--- src/sps_pkg.sv ---
// ----------------------------------------------------------------------------
// sps_pkg - shared types and constants of the streaming prime sieve
// Field widths, status and command codes, and the beat that moves down the
// cell chain.
// ----------------------------------------------------------------------------
package sps_pkg;

  localparam int PRIME_W       = 26;   // base prime width
  localparam int NUM_W         = 53;   // candidate / multiple width
  localparam int LOW_W         = 52;   // range_low register width
  localparam int CFG_IDX_W     = 1;
  localparam int NUM_CELLS_DEF = 1024;

  localparam logic [LOW_W-1:0] LOW_FLOOR = LOW_W'(100);
  localparam logic [NUM_W-1:0] HIGH_CEIL = NUM_W'(1) << 52;

  localparam logic [CFG_IDX_W-1:0] REG_RANGE_LOW  = 1'b0;
  localparam logic [CFG_IDX_W-1:0] REG_RANGE_HIGH = 1'b1;

  localparam logic FUNC_LOAD = 1'b0;
  localparam logic FUNC_TEST = 1'b1;

  typedef enum logic [2:0] {
    ST_COMPOSITE = 3'd0,
    ST_PRIME     = 3'd1,
    ST_PAST      = 3'd2,
    ST_LOADED    = 3'd3,
    ST_DROPPED   = 3'd4
  } status_t;

  // One beat in the chain. For tests number is the candidate; for loads
  // number carries the first odd multiple and aux the base prime.
  typedef struct packed {
    logic               valid;
    status_t            status;
    logic               last;
    logic               pend;    // load still looking for a free cell
    logic [NUM_W-1:0]   number;
    logic [PRIME_W-1:0] aux;
  } beat_t;

  // Chain-wide control
  typedef struct packed {
    logic adv;   // every stage moves one place
    logic clr;   // forget all stored primes
  } ctl_t;

endpackage

--- src/sps_cell.sv ---
// ----------------------------------------------------------------------------
// sps_cell - one sieve cell
// Holds one base prime and its next odd multiple; claims the first load that
// reaches it empty, strikes matching candidates and steps its multiple.
// ----------------------------------------------------------------------------
module sps_cell
  import sps_pkg::*;
(
  input  logic  clk,
  input  logic  rst,
  input  ctl_t  ctl,
  input  beat_t beat_in,
  output beat_t beat_out
);

  logic               used;
  logic [PRIME_W-1:0] prime;
  logic [NUM_W-1:0]   mult;
  logic               is_test;
  logic               hit;
  logic               claim;
  beat_t              beat_next;

  always_comb begin
    is_test = beat_in.valid &&
              (beat_in.status == ST_PRIME || beat_in.status == ST_COMPOSITE);
    hit     = is_test && used && (mult == beat_in.number);
    claim   = beat_in.valid && beat_in.pend && !used;

    beat_next = beat_in;
    if (hit) begin
      beat_next.status = ST_COMPOSITE;
    end
    if (claim) begin
      beat_next.pend = 1'b0;
    end
  end

  always_ff @(posedge clk) begin
    if (rst) begin
      used     <= 1'b0;
      beat_out <= '0;
    end else if (ctl.clr) begin
      used <= 1'b0;
    end else if (ctl.adv) begin
      beat_out <= beat_next;
      if (claim) begin
        used <= 1'b1;
      end
    end
  end

  always_ff @(posedge clk) begin
    if (ctl.adv && claim) begin
      prime <= beat_in.aux;
      mult  <= beat_in.number;
    end else if (ctl.adv && hit) begin
      mult <= mult + NUM_W'({prime, 1'b0});
    end
  end

endmodule

--- config.mk ---
export PLATFORM = sky130hd
export DESIGN_NAME = sps_cell
export DESIGN_NICKNAME = d
export VERILOG_FILES = /design/src/sps_pkg.sv /design/src/sps_cell.sv
export SDC_FILE = /design/constraint.sdc
export NUM_CORES = 1
export LEC_CHECK = 0
export BUFFER_PORTS_ARGS = -buffer_cell sky130_fd_sc_hd__buf_2
export CORE_ASPECT_RATIO = 0.5
export CORE_MARGIN = 5
export CORE_UTILIZATION = 40
export DETAILED_ROUTE_END_ITERATION = 8
export GPL_ROUTABILITY_DRIVEN = 0
export HOLD_SLACK_MARGIN = 0.03
export PLACE_DENSITY_LB_ADDON = 0.1
export SYNTH_ARGS = -nofsm -noshare
export SYNTH_HDL_FRONTEND = slang
export SYNTH_SLANG_ARGS = --single-unit
--- constraint.sdc ---
create_clock -name clk -period 5.75 [get_ports clk]
set_input_delay 0.2875 -clock clk [delete_from_list [all_inputs] [get_ports clk]]
set_output_delay 0.2875 -clock clk [all_outputs]
set_load 0.01 [all_outputs]
* Word level (Yosys, flattened, before mapping)
Index checks and enable logic that the tools add are counted.
** Word-level totals
- Register bits after elaboration :: 165
- Bits in latches :: 0
- Bits in writable memories :: 0
- Memory bits (read-only) :: 0
- Input bits :: 89
- Output and inout bits :: 85
- Word-level logic and storage cells :: 31
- Memories kept :: 0
** Cells by class
- Add/subtract/negate cells :: 1
- $mul :: 0
- Divide/modulo/power cells :: 0
- $lt $le $gt $ge :: 0
- Equal/unequal tests :: 2
- Shifts and indexed selects :: 0
- Multiplexer cells :: 4
- Bitwise operators :: 1
- Reduce and logical (&&, ||, !) cells :: 14
** Operators with widths (count)
- 53-bit 2-to-1 mux :: 2
- 53-bit by 27-bit adder with 53-bit output :: 1
- 53-bit == test :: 1
- 1-bit logical AND :: 7
- 2-bit AND reduction :: 2
- 3-bit by 1-bit == test with 1-bit output (second input constant) :: 1
- 3-bit zero test :: 1
- 3-bit 2-to-1 mux :: 1
- 2-bit nonzero test :: 1
- 2-bit OR reduction :: 1
- 1-bit zero test :: 1
- 1-bit logical OR :: 1
- 1-bit 2-to-1 mux :: 1
- 1-bit NOT :: 1

* Logic depth before layout (Yosys ltp)
- Depth in word-level cells :: 8
- Gate-level depth with buffers :: 12
- Depth with buffers taken out :: 11

* Worst setup path before layout
Ideal clock, no wire load.
- Path type :: flip-flop to flip-flop
- Start :: reg mult[40]
- End :: reg mult[10], enable pin
- Library setup time :: 0.542 ns
- Data arrival time :: 5.376 ns
- Required time :: 5.208 ns
- Slack :: -0.168 ns
- Stages on the path, launching flop included :: 7
- Path buffers :: 0
- Clock period less this slack :: 5.918 ns
- Cell sequence :: edfxtp_1 -> xor2_1 -> a221oi_1 -> or3b_2 -> nor4_1 -> nand4_1 -> a21boi_0
** On the way
- Longest elaborated chain between the ends :: 4
** RTL lines
- start: declaration :: RTL line sps_cell.sv:18 : logic [NUM_W-1:0] mult;
- start signal: assignment :: RTL line sps_cell.sv:56 : mult <= beat_in.number;
- start signal: assignment :: RTL line sps_cell.sv:58 : mult <= mult + NUM_W'({prime, 1'b0});
- 53-bit == test :: RTL line sps_cell.sv:27 : hit = is_test && used && (mult == beat_in.number);
- 1-bit logical AND :: RTL line sps_cell.sv:27
- 1-bit logical AND :: RTL line sps_cell.sv:57 : end else if (ctl.adv && hit) begin
- 2-bit nonzero test (no line)
Every way passes these cells.
A chain may end at the register's enable or synchronous reset.

* Final worst setup path
- Start :: reg mult[5]
- End :: reg mult[28] (data pin)
** On the way
- Longest elaborated chain between the ends :: 3
** RTL lines
- 53-bit by 27-bit adder with 53-bit output :: RTL line sps_cell.sv:58
- 53-bit 2-to-1 mux :: RTL line sps_cell.sv:57
- 53-bit 2-to-1 mux :: RTL line sps_cell.sv:54 : if (ctl.adv && claim) begin
Every way passes these cells. The select of a mux whose other input is x is not followed.

==> key figures <==
Status
  – Status: finished, final reports clean

Synth
  – Yosys warnings: 0
  – Number of synthesized flops with an enable pin: 79
  – Post-synth top cells: nand2_1 (231), a21oi_1 (137), dfxtp_1 (86)
  – Mapped Nets: 1061
  – Count of different cell masters after synthesis: 62
  – Synth top area share: 0.279
  – Largest cells by area after synthesis: edfxtp_1 (28%), dfxtp_1 (20%), nand2_1 (10%)
  – Avg Inst Size Synth: 8.99 um2
  – Syn Inst Count: 945
  – Post-synthesis register bit count: 165
  – Sequential share of the synthesized area: 0.482
  – Top_reg_cell synth: dfxtp_1
  – Count leader, synth: nand2_1
  – FFs w/ async S/R, synth: 0
  – Synth area leader: edfxtp_1
  – Cell area after synthesis: 8490 um2

Route
  – Drt drc: 0
  – Routed wl met2: 11100 um
  – Pre-antenna DRT Iters: 5
  – Metal3 WL: 1060 um
  – Via count: 7267
  – Met1 WL: 12000 um
  – Drt wl/cell: 17.5 um
  – Drt total wl: 24400 um
  – Final antenna-violating net count: 0
  – Top routing layer used: met4
  – Vias per cell: 5.21
  – DRT iter0 DRCs: 540

STA
  – Worst Skew: 0.00867 ns
  – Period utilisation layout: 0.630
  – Slew Limit Fails: 0
  – Slew headroom: 0.258
  – Final hold violation count: 0
  – Minimum clock period after layout: 3.62 ns
  – Worst slew pin tran: 1.11 ns
  – Final Setup Violations: 0
  – RSZ-0062 raised after global routing: false
  – Fmax achieved: 276 MHz
  – Setup tns final: 0 ns
  – Min Hold Slack: 0.0533 ns

Finish
  – Fillcell total: 1984
  – Fin nets: 1226
  – Ant diodes: 0
  – Fraction of layout cells with a size suffix above 1: 0.207
  – Syn-to-layout area delta: 21.7%

Run
  – Max-Cap Viols: 0

Worst setup path
  – Worst endpoint required time: 6.06 ns
  – Crit-path cells: ha_1 -> a21o_1 -> a31o_2 -> o211ai_1 -> nand2_1 -> o21ai_1 -> a21boi_0 -> or4b_2 -> nand3_1
  – WP buf/inv: 0
  – Critical path's slowest cell: o21ai_1
  – FF-to-FF Start: mult[5]$_DFFE_PP_
  – Crit end category: flip-flop
  – R2R Setup Slk: 2.13 ns
  – Worst setup SP type: flip-flop
  – Cell family with most CP delay: compound AO/OA/AOI/OAI gates
  – Reg2Reg Capture Point: mult[28]$_DFFE_PP_
  – CP max stage delay: 0.87 ns
  – CP Data Arrival Time: 3.94 ns
  – Critical path peak fanout: 12
  – CP startpoint: mult[5]$_DFFE_PP_
  – Critical path type: flip-flop to flip-flop
  – Worst reg2reg path depth: 9

Clock network
  – CTS Sinks: 165
  – Clock root buffer: clkbuf_16
  – Cts repair resizes: 0
  – CTS Buffer Depth: 2
  – Clock Latency Late Sink: 0.45 ns
  – CTS tree: done
  – CTS buffer count: 17
  – Clk slew on worst S/H paths: 0.07 ns
  – CTS H-tree depth: 4

Power
  – Comb pwr share: 0.131
  – Power Dens Cells: 272 nW/um2
  – Net switching power: 742 uW
  – Internal Pwr Total: 2.07 mW
  – Clock power share: 0.402
  – Switch share: 0.264
  – Leak Pwr: 4.10 nW
  – Max VDD drop: 194 uV
  – Seq pwr share: 0.467

Floorplan
  – Row cnt: 37
  – Core area: 20700 um2
  – Io pins: 174
  – Starting Density: 0.410
  – Die area: 24400 um2
  – Die Y: 113 um
  – Die X: 216 um

Placed design
  – Port Buffers: 173
  – Final HPWL DP: 17700 um

GRT
  – Largest net degree at the start of global routing: 87
  – Number of global-route vias before repair: 7005
  – Initial antenna violation count: 0
  – Gr ovfl total: 0
  – Global Route Usage Sum: 0.200
  – First-pass GRT wire length: 38500 um

Min path
  – Worst hold stages: 1
  – Hold Path Origin: beat_in[0]
  – Hold endpoint: prime[0]$_DFFE_PP_
  – Worst hold path type: primary input to flip-flop
-- stage by stage --
stage	power, mW	worst slack, ns	area (um2)	utilization	instances
after floorplan	1.55	1.20	8490	-	945
after global placement	1.69	2.34	9570	0.462	1345
after detailed placement	1.70	2.22	9570	0.462	1345
after CTS	2.84	2.19	10300	0.499	1395
after global routing	2.93	1.89	10300	0.500	1396
final	2.81	2.13	10300	0.500	1396
-- per-layer routing --
| metal | vias to the layer above | GRT usage |
|---|---|---|
| met4 | 0 | 0.0512 |
| li1 | 3623 | - |
| met3 | 23 | 0.0503 |
| met1 | 3471 | 0.284 |
| met5 | - | 0 |
| met2 | 150 | 0.309 |
-- worst register-to-register path, cell delays in order (launching register included) --
cell,delay (ns)
edfxtp_1,0.42
ha_1,0.37
a21o_1,0.22
a31o_2,0.23
o211ai_1,0.17
nand2_1,0.10
o21ai_1,0.87
a21boi_0,0.35
or4b_2,0.68
nand3_1,0.09
-- cell type report --
cell class                      instances  area (um2)  area share
Multi-Input combinational cell        711        4150       0.402
Sequential cell                       165        4090       0.396
Timing Repair Buffer                  199        1110       0.107
Clock buffer                           21         482      0.0466
Tap cell                              273         342      0.0330
Clock inverter                         11        97.6     0.00944
Inverter                               16        60.1     0.00581
-- cells by family after synthesis --
family,share of synthesized area
adder cells (fa/ha/maj),0.0407
XOR/XNOR,0.0949
flip-flops,0.482
buffers and inverters,0.0326
AO/OA/AOI/OAI,0.170
AND/OR/NAND/NOR,0.179
multiplexers,0.00118
-- worst max-delay path by stage --
stage	endpoint	slack, ns	cells past startpoint
after floorplan	mult[10]$_DFFE_PP_	1.20	6
after global placement	mult[28]$_DFFE_PP_	2.34	9
after detailed placement	mult[28]$_DFFE_PP_	2.22	9
after CTS	mult[28]$_DFFE_PP_	2.19	9
after global routing	mult[28]$_DFFE_PP_	1.89	9
final	mult[28]$_DFFE_PP_	2.13	9
-- repair_timing --
item | in CTS | in global routing
buffers inserted | 0 | 0
hold endpoints to repair | 18 | 1
hold buffers | 18 | 1
endpoints found under the setup margin | 0 | 0
-- flip-flops by register name, indices dropped and copies added, names as in the netlist --
| register | count |
|---|---|
| used | 1 |
| prime | 26 |
| beat_out | 85 |
| mult | 53 |
-- power by group through the flow --
stage	Combinational, mW	Sequential, mW	Clock, mW
3_5_place_dp	0.359	1.34	0
3_3_place_gp	0.353	1.34	0
4_1_cts	0.370	1.31	1.16
6_report	0.369	1.31	1.13
5_1_grt	0.408	1.32	1.20
2_1_floorplan	0.201	1.35	0
-- cells in the final DEF (no fill, tap or decap), drive strengths merged, types with 9 or more instances in the layout --
cell,n
ha,26
a21oi,137
nor4,13
a2111oi,9
nand3,17
dlygate4sd3,19
nor2,47
edfxtp,79
clkbuf,21
a21o,9
xor2,57
buf,180
inv,18
nand2,232
dfxtp,86
xnor2,35
nand4,13
o21ai,44
(Power assumes the default switching activity.)
