<file path="src/sps_pkg.sv">
// ----------------------------------------------------------------------------
// sps_pkg - shared types and constants of the streaming prime sieve
// Field widths, status and command codes, and the beat that moves down the
// cell chain.
// ----------------------------------------------------------------------------
package sps_pkg;

  localparam int PRIME_W       = 26;   // base prime width
  localparam int NUM_W         = 53;   // candidate / multiple width
  localparam int LOW_W         = 52;   // range_low register width
  localparam int CFG_IDX_W     = 1;
  localparam int NUM_CELLS_DEF = 1024;

  localparam logic [LOW_W-1:0] LOW_FLOOR = LOW_W'(100);
  localparam logic [NUM_W-1:0] HIGH_CEIL = NUM_W'(1) << 52;

  localparam logic [CFG_IDX_W-1:0] REG_RANGE_LOW  = 1'b0;
  localparam logic [CFG_IDX_W-1:0] REG_RANGE_HIGH = 1'b1;

  localparam logic FUNC_LOAD = 1'b0;
  localparam logic FUNC_TEST = 1'b1;

  typedef enum logic [2:0] {
    ST_COMPOSITE = 3'd0,
    ST_PRIME     = 3'd1,
    ST_PAST      = 3'd2,
    ST_LOADED    = 3'd3,
    ST_DROPPED   = 3'd4
  } status_t;

  // One beat in the chain. For tests number is the candidate; for loads
  // number carries the first odd multiple and aux the base prime.
  typedef struct packed {
    logic               valid;
    status_t            status;
    logic               last;
    logic               pend;    // load still looking for a free cell
    logic [NUM_W-1:0]   number;
    logic [PRIME_W-1:0] aux;
  } beat_t;

  // Chain-wide control
  typedef struct packed {
    logic adv;   // every stage moves one place
    logic clr;   // forget all stored primes
  } ctl_t;

endpackage

</file>
<file path="src/sps_rem.sv">
// ----------------------------------------------------------------------------
// sps_rem - bit-serial remainder unit
// Restoring division, one dividend bit per cycle; only the remainder is kept.
// ----------------------------------------------------------------------------
module sps_rem
  import sps_pkg::*;
(
  input  logic               clk,
  input  logic               rst,
  input  logic               start,
  input  logic [NUM_W-1:0]   dividend,
  input  logic [PRIME_W-1:0] divisor,
  output logic               busy,
  output logic [PRIME_W-1:0] rem
);

  localparam int CNT_W = $clog2(NUM_W + 1);

  logic [CNT_W-1:0]   cnt;
  logic [PRIME_W-1:0] rem_q;
  logic [NUM_W-1:0]   shreg;
  logic [PRIME_W:0]   trial;
  logic [PRIME_W:0]   diff;
  logic               ge;

  assign trial = {rem_q, shreg[NUM_W-1]};
  assign ge    = trial >= {1'b0, divisor};
  assign diff  = trial - {1'b0, divisor};

  always_ff @(posedge clk) begin
    if (rst) begin
      cnt <= '0;
    end else if (start) begin
      cnt <= CNT_W'(NUM_W);
    end else if (cnt != '0) begin
      cnt <= cnt - CNT_W'(1);
    end
  end

  always_ff @(posedge clk) begin
    if (start) begin
      rem_q <= '0;
      shreg <= dividend;
    end else if (cnt != '0) begin
      shreg <= shreg << 1;
      rem_q <= ge ? diff[PRIME_W-1:0] : trial[PRIME_W-1:0];
    end
  end

  assign busy = cnt != '0;
  assign rem  = rem_q;

endmodule

</file>
<file path="src/sps_head.sv">
// ----------------------------------------------------------------------------
// sps_head - sieve front end
// Keeps the candidate counter, bounds and fill count, works out the first
// multiple of a new base prime; feeds one beat a cycle while the chain moves.
// ----------------------------------------------------------------------------
module sps_head
  import sps_pkg::*;
#(
  parameter int NUM_CELLS = NUM_CELLS_DEF
) (
  input  logic                 clk,
  input  logic                 rst,
  input  logic                 in_valid,
  input  logic                 in_func,
  input  logic [PRIME_W-1:0]   in_prime,
  output logic                 in_ready,
  input  logic                 adv,
  input  logic                 cfg_we,
  input  logic [CFG_IDX_W-1:0] cfg_index,
  input  logic [NUM_W-1:0]     cfg_data,
  output logic                 clr,
  output beat_t                beat
);

  localparam int USED_W = $clog2(NUM_CELLS + 1);

  typedef enum logic [6:0] {
    S_IDLE   = 7'b0000001,
    S_SQUARE = 7'b0000010,
    S_SELECT = 7'b0000100,
    S_DIVIDE = 7'b0001000,
    S_ROUND  = 7'b0010000,
    S_ODD    = 7'b0100000,
    S_ISSUE  = 7'b1000000
  } state_t;

  state_t              state, state_next;
  logic [NUM_W-1:0]    cand;       // next odd candidate
  logic [NUM_W-1:0]    hi;         // clamped upper bound
  logic [USED_W-1:0]   used_cnt;
  logic [PRIME_W-1:0]  p_q;
  logic [2*PRIME_W-1:0] sq_q;
  logic [NUM_W-1:0]    t_q;
  logic [NUM_W:0]      m_q;

  logic                take;
  logic                past;
  logic [NUM_W:0]      cand_plus2;
  logic                full;
  logic                load_ok;
  logic [NUM_W-1:0]    t_sel;
  logic                rem_busy;
  logic [PRIME_W-1:0]  rem;
  logic [PRIME_W-1:0]  rem_gap;
  logic [LOW_W-1:0]    lo_eff;
  beat_t               beat_next;

  sps_rem u_rem (
    .clk      (clk),
    .rst      (rst),
    .start    (state == S_SELECT),
    .dividend (t_sel),
    .divisor  (p_q),
    .busy     (rem_busy),
    .rem      (rem)
  );

  always_comb begin
    in_ready   = (state == S_IDLE) && adv && !rst;
    take       = in_valid && in_ready;
    past       = cand > hi;
    cand_plus2 = {1'b0, cand} + (NUM_W+1)'(2);
    full       = used_cnt == USED_W'(NUM_CELLS);
    load_ok    = (in_prime >= PRIME_W'(3)) && in_prime[0] && !full;
    t_sel      = (NUM_W'(sq_q) > cand) ? NUM_W'(sq_q) : cand;
    rem_gap    = (rem == '0) ? '0 : p_q - rem;
    lo_eff     = (cfg_data[LOW_W-1:0] < LOW_FLOOR) ? LOW_FLOOR : cfg_data[LOW_W-1:0];
    clr        = cfg_we && (cfg_index == REG_RANGE_LOW);

    beat_next = '0;
    if (state == S_ISSUE) begin
      beat_next.valid  = 1'b1;
      beat_next.status = ST_LOADED;
      beat_next.pend   = 1'b1;
      beat_next.number = m_q[NUM_W-1:0];
      beat_next.aux    = p_q;
    end else if (take && in_func == FUNC_TEST) begin
      beat_next.valid  = 1'b1;
      beat_next.status = past ? ST_PAST : ST_PRIME;
      beat_next.last   = !past && (cand_plus2 > {1'b0, hi});
      beat_next.number = cand;
    end else if (take && !load_ok) begin
      beat_next.valid  = 1'b1;
      beat_next.status = ST_DROPPED;
      beat_next.aux    = in_prime;
    end
  end

  always_comb begin
    state_next = state;
    unique case (state)
      S_IDLE:   if (take && in_func == FUNC_LOAD && load_ok) state_next = S_SQUARE;
      S_SQUARE: state_next = S_SELECT;
      S_SELECT: state_next = S_DIVIDE;
      S_DIVIDE: if (!rem_busy) state_next = S_ROUND;
      S_ROUND:  state_next = S_ODD;
      S_ODD:    state_next = S_ISSUE;
      S_ISSUE:  if (adv) state_next = S_IDLE;
      default:  state_next = S_IDLE;
    endcase
  end

  always_ff @(posedge clk) begin
    if (rst) begin
      state    <= S_IDLE;
      cand     <= NUM_W'(LOW_FLOOR) + NUM_W'(1);
      hi       <= HIGH_CEIL;
      used_cnt <= '0;
      beat     <= '0;
    end else begin
      state <= state_next;
      if (adv) begin
        beat <= beat_next;
      end
      priority if (cfg_we) begin
        unique case (cfg_index)
          REG_RANGE_LOW: begin
            cand     <= ({1'b0, lo_eff} + NUM_W'(1)) | NUM_W'(1);
            used_cnt <= '0;
          end
          REG_RANGE_HIGH: hi <= (cfg_data > HIGH_CEIL) ? HIGH_CEIL : cfg_data;
          default: ;
        endcase
      end else if (take && in_func == FUNC_TEST && !past) begin
        cand <= cand_plus2[NUM_W-1:0];
      end else if (take && in_func == FUNC_LOAD && load_ok) begin
        used_cnt <= used_cnt + USED_W'(1);
      end else begin
      end
    end
  end

  always_ff @(posedge clk) begin
    if (take) begin
      p_q <= in_prime;
    end
    if (state == S_SQUARE) begin
      sq_q <= p_q * p_q;
    end
    if (state == S_SELECT) begin
      t_q <= t_sel;
    end
    if (state == S_ROUND) begin
      m_q <= {1'b0, t_q} + (NUM_W+1)'(rem_gap);
    end else if (state == S_ODD && !m_q[0]) begin
      m_q <= m_q + (NUM_W+1)'(p_q);
    end
  end

endmodule

</file>
<file path="config.mk">
export PLATFORM = sky130hd
export DESIGN_NAME = sps_head
export DESIGN_NICKNAME = d
export VERILOG_FILES = /design/src/sps_pkg.sv /design/src/sps_rem.sv /design/src/sps_head.sv
export SDC_FILE = /design/constraint.sdc
export NUM_CORES = 2
export LEC_CHECK = 0
export BUFFER_PORTS_ARGS = -buffer_cell sky130_fd_sc_hd__buf_2
export CORE_AREA = 10 10 346 348
export CTS_CLUSTER_DIAMETER = 80
export DETAILED_ROUTE_END_ITERATION = 8
export DIE_AREA = 0 0 356 358
export MAX_ROUTING_LAYER = met4
export PLACE_DENSITY_LB_ADDON = 0.2
export SLEW_MARGIN = 20
export SYNTH_ARGS = -nofsm -noshare
export SYNTH_HDL_FRONTEND = slang
export SYNTH_SLANG_ARGS = --single-unit
</file>
<file path="constraint.sdc">
create_clock -name clk -period 22.7 [get_ports clk]
set_input_delay 1.135 -clock clk [delete_from_list [all_inputs] [get_ports clk]]
set_output_delay 1.135 -clock clk [all_outputs]
set_load 0.01 [all_outputs]
</file>
Word-level counts from Yosys, hierarchy flattened

Cells that the tools add are included.
Widths: inputs -> output; s select.

Register bits: 479
Bits of input ports: 86
Output and inout port bits: 87
Logic and storage cells: 111

$add $sub $neg: 8
Multipliers: 1
$lt $le $gt $ge: 7
Equal/unequal tests: 13
Mux-type cells: 33
Bitwise gates (word level): 2
Reduce and logical (&&, ||, !) cells: 29

Operators with widths:

| operator              | count |
|---|---|
| $mux 53               | 8 |
| $mux 54               | 2 |
| $mux 26               | 4 |
| $mux 79               | 1 |
| $add 53x2->54 const B | 1 |
| $add 53x26->54        | 1 |
| $add 54x26->54        | 1 |
| $gt 54x53->1          | 1 |
| $add 52x1->53 const B | 1 |
| $gt 52x53->1          | 1 |
| $gt 53x53->1          | 1 |
| $gt 53x53->1 const B  | 1 |
| $lt 52x7->1 const B   | 1 |
| $mul 26x26->52        | 1 |
| $mux 52               | 1 |
| $sub 26x26->26        | 2 |
| $pmux 7 s7            | 1 |
| $mux 11               | 4 |
| $ge 27x26->1          | 1 |
| $ge 26x2->1 const B   | 1 |
| $logic_not 26->1      | 1 |
| $mux 7                | 3 |
| $logic_and 1x1->1     | 13 |
| $mux 4                | 3 |
| other kinds (22)      | 38 |

Depth between registers and ports, before layout

Depth in word-level cells: 9
Gate-level depth with buffers: 30
Gate-level depth less buffers: 27

Cells and area by module

A second synthesis with hierarchy kept.

Cell total of the unflattened synthesis: 5,431
Area, all modules: 50,423.4 um^2

Modules (own cells, without submodules):

| module   | times used | cells each | area each (um^2) | seq. area each (um^2) |
|---|---|---|---|---|
| sps_head | 1          | 4,940      | 45,272.2         | 9,679.3 |
| sps_rem  | 1          | 491        | 5,151.2          | 2,232.1 |

Worst setup path after synthesis

Ideal clock, no wire load.

Path kind: register to register
Start point: register p_q[10]
End point: register sq_q[49], data pin
Library setup time: 0.258 ns
Arrival time: 7.171 ns
Required time: 22.442 ns
Setup slack: 15.272 ns
Stages on the path, launching flop included: 29
Buffers on the path: 3
Period minus slack after synthesis: 7.428 ns
Path through: edfxtp_1 > clkbuf_1 > inv_1 > clkbuf_1 > nor2_1 > fa_1 > inv_1 > fa_1 > inv_1 > fa_1 > inv_1 > fa_1 > inv_1 > fa_1 > fa_1 > inv_1 > fa_1 > inv_1 > ha_1 > clkbuf_1 > a21o_1 > a211oi_1 > a21oi_1 > a41o_1 > a31o_2 > a211o_1 > a31o_1 > a21oi_1 > xnor2_1

Cells in the longest elaborated chain, start to end: 1

RTL lines:

| item                   | line            | RTL |
|---|---|---|
| from (decl)            | sps_head.sv:41  | `logic [PRIME_W-1:0] p_q;` |
| from (signal assigned) | sps_head.sv:145 | `p_q <= in_prime;` |
| $mul 26x26->52         | sps_head.sv:148 | `sq_q <= p_q * p_q;` |
| to (signal assigned)   | sps_head.sv:148 |  |
| to (decl)              | sps_head.sv:42  | `logic [2*PRIME_W-1:0] sq_q;` |

No other way between the ends.
A chain may end at the register's enable or synchronous reset.

Worst setup path in the final report

Start point: register p_q[0]
End point: register sq_q[49], data pin

Same word-level chain as after synthesis.

==> summary.md <==
| Metric | Value |
|---|---|
| # IOs | 173 |
| DR pass1 iterations | 6 |
| Seq/Total Area, Yosys | 23.6% |
| GR Layer Usage met3 | around 3.6% |
| Hold WS | 0.465 ns |
| FF-to-FF path depth | 23 |
| Fraction of layout cells with a size suffix above 1 | a little under a tenth |
| DR WL/cell | about 23 microns |
| Least-Margin Pin Slew | between 1 and 1.5 ns |
| Syn Nets | 6612 |
| CORE AREA | around 110000 sq um |
| Most Crowded Layer GR | met2 |
| Worst-path maximum fanout | 18 |
| Placement Cell Area | 52900 sq um |
| CP endpoint kind | flip-flop |
| Slew HR | around 24% |
| Synth warn | 0 |
| First-pass GRT wire length | ~250000 microns |
| Post-CTS Hold Fix Bufs | 0 |
| Remaining routing DRC violations | 0 |
| Synth area leaders | fa_1 (21%), edfxtp_1 (14%), ha_1 (11%) |
| Syn avg cell area | slightly above 9 sq um |
| H-Tree Depth | 2 |
| Adder-Cell Fraction of Synth Area | roughly 32% |
| Startpoint Class | flip-flop |
| Syn Inst Count | 5542 |
| Worst path cell trace | clkinv_1 -> nor2_1 -> inv_1 -> fa_1 -> fa_1 -> inv_1 -> fa_1 -> fa_1 -> fa_1 -> fa_1 -> inv_1 -> fa_1 -> inv_1 -> ha_1 -> a21o_1 -> a211oi_1 -> a21oi_1 -> a41o_1 -> a31o_2 -> a211o_1 -> a31o_1 -> a21oi_1 -> xnor2_1 |
| Clk sinks | 477 |
| Clock skew after layout | approximately 0.073 ns |
| Largest family of logic cells by synthesized area | adder cells |
| Most frequent cells in the layout | inv_1 (891), fa_1 (526), nor2_1 (478) |
| Rows | roughly 120 |
| Setup tns final | 0 ns |
| Nets | about 6700 |
| CTS clk-pin slew, worst paths | ~0.060 ns |
| Initial Util | approximately 45% |
| Peak Freq | roughly 120 MHz |
| Ys flop type | dfxtp_1 |
| Max Cap Violations | 0 |
| Met1 Usage GRT | a little over a third |
| # setup viols final | 0 |
| Synth Area in Compound Gates | about 12% |
| Critical path arrival | between 9 and 10 ns |
| Max-slew violations | 0 |
| HPWL Detailed | between 100000 and 150000 microns |
| WHS Path Cells | 2 |
| HP Class | reg2reg |
| Area share of the largest cell type after synthesis | around a fifth |
| Number of failing hold endpoints at the final stage | 0 |
| Initial DRC Count | 3351 |
| Grt total ovfl | 0 |
| Yosys cell types | 103 |
| Synth Area in Simple Gates | between 10% and 20% |
| Design area | 55000 sq um |
| Dominant cell type by area after synthesis | fa_1 |
| Critical Path RT | 23.15 ns |
| Mapped cell area | approximately 50000 sq um |
| Die area | ~130000 sq um |
| Hold endpoint | beat[79]$_SDFFE_PP0P_ |
| Final WL | approximately 170000 microns |
| Post-CTS setup repair buffer count | 0 |
| Status | finished clean |
| Clock Latency Late Sink | approximately 0.72 ns |
| Worst r2r src | p_q[0]$_DFFE_PP_ |
| Largest net degree at the start of global routing | 77 |
| GPL Wtd Cong | ~0.96 |
| Reg2reg end | sq_q[49]$_DFFE_PP_ |
| Vias in the first global route | 41200 |
| CP most frequent cell | fa_1 |
| Num CTS Buffers | 60 |
| Grt met2 use | 41.2% |
| Flip-flop and latch count after synthesis | roughly 480 |
| Crit path max-delay cell type | clkinv_1 |
| Root Driver | clkbuf_16 |
| DR vias/cell | 5.71 |
| Period utilisation layout | between 30% and 40% |
| PostCTS Resize Cnt | 0 |
| CTS tree | built |
| Post-synth EDFFs | between 200 and 250 |
| Crit Path Category | reg2reg |
| Post-synthesis mux area share | 3.81% |
| Post-Synth XOR/XNOR Area | 4.86% |
| Gr usage total | between 20% and 30% |
| PortBufs | approximately 170 |
| FFs w/ async S/R, synth | 0% |
| Final worst path period need | 8.63 ns |
| ANT nets after route | 0 |
| CTS max path bufs | 3 |
| Via count | 41000 |
| Min-delay src | beat[79]$_SDFFE_PP0P_ |
| Initial antenna violation count | 5 |
| Reg2Reg Setup Slack | 14.07 ns |
| Commonest non-fill, non-tap cell in the layout | inv_1 |
| Die width | ~360 microns |
| Die Ht | 358 microns |
| Area delta synth->final | 8.97% |
| RSZ-0062 raised after global routing | no |
| Critical Path Max Stage Delay | about 0.86 ns |
==> worst max-delay path, delay by kind of cell, from the launching register on <==
kind / cells / cell delay, ns
simple gates: 1 / 0.40
xor+xnor: 1 / 0.08
fa+ha+maj: 8 / 3.99
compound gates: 8 / 2.07
flops: 1 / 0.76
buf+inv: 5 / 1.11
==> registers in the layout, summed over array words and instances (netlist names), 11 cells and up <==
register     count
beat            85
p_q             26
cand            53
m_q             53
used_cnt        11
u_rem.shreg     53
sq_q            51
t_q             53
u_rem.rem       26
hi              53
==> routing by layer <==
| layer | vias to the layer above | part of all wire, % |
|---|---|---|
| li1 | 18900 | - |
| met3 | 340 | 7.5 |
| met5 | - | 0 |
| met2 | 1537 | 45 |
| met1 | 20200 | 43 |
| met4 | 0 | 4.6 |
==> per-stage QoR <==
stage / setup slack (ns) / cells / util [%]
2_1_floorplan: 15.27 / 5542 / -
3_3_place_gp: 14.29 / 7051 / 47.0
3_5_place_dp: 13.98 / 7051 / 47.0
4_1_cts: 14.00 / 7163 / 48.9
5_1_grt: 13.67 / 7166 / 48.9
6_report: 14.07 / 7168 / 48.9
==> cell type report <==
type,instances,area (sq um)
fill,10900,57400
multi-input combinational,3927,34300
sequential,477,11900
inverter,902,3390
tap,1500,1880
clock buffer,66,1560
timing repair buffer,246,1450
clock inverter,46,517
antenna,4,10.0
==> synth_stat cells, types with 15 or more instances <==
library cell and number:
mux2i_1 75, xor2_1 95, and3_1 46, nor3_1 136
o22ai_1 17, nor4_1 47, fa_1 526, inv_1 894
clkbuf_1 183, and4_1 20, a211oi_1 34, nand2_1 422
a22oi_1 55, mux2_2 104, a31oi_1 33, buf_1 15
o31ai_1 15, a21oi_1 230, or3_1 32, o21ai_0 173
a221oi_1 55, nor2b_1 33, o21a_1 35, xnor2_1 185
edfxtp_1 236, buf_2 28, o211ai_1 58, dfxtp_1 241
nand4_1 74, nand2b_1 32, ha_1 458, nor2_1 482
nand3_1 125, and2_1 23, a21o_1 95
==> kinds of logic after synthesis <==
logic type | count (synthesis)
adder cells (fa/ha/maj) | 984
multiplexers | 179
XOR/XNOR | 280
flip-flops | 477
buffers and inverters | 1138
AND/OR/NAND/NOR | 1544
AO/OA/AOI/OAI | 940
==> worst max-delay path by stage <==
stage | from | endpoint | slack, ns | cells after the start
after CTS | p_q[0]$_DFFE_PP_ | sq_q[49]$_DFFE_PP_ | 14.00 | 23
after floorplan | p_q[10]$_DFFE_PP_ | sq_q[49]$_DFFE_PP_ | 15.27 | 28
final | p_q[0]$_DFFE_PP_ | sq_q[49]$_DFFE_PP_ | 14.07 | 23
after global placement | p_q[0]$_DFFE_PP_ | sq_q[49]$_DFFE_PP_ | 14.29 | 23
after detailed placement | p_q[0]$_DFFE_PP_ | sq_q[49]$_DFFE_PP_ | 13.98 | 23
after global routing | p_q[0]$_DFFE_PP_ | sq_q[49]$_DFFE_PP_ | 13.67 | 23
Power is not shown: default switching activity piles up to over one toggle a cycle in this logic, so the estimate is an artifact.
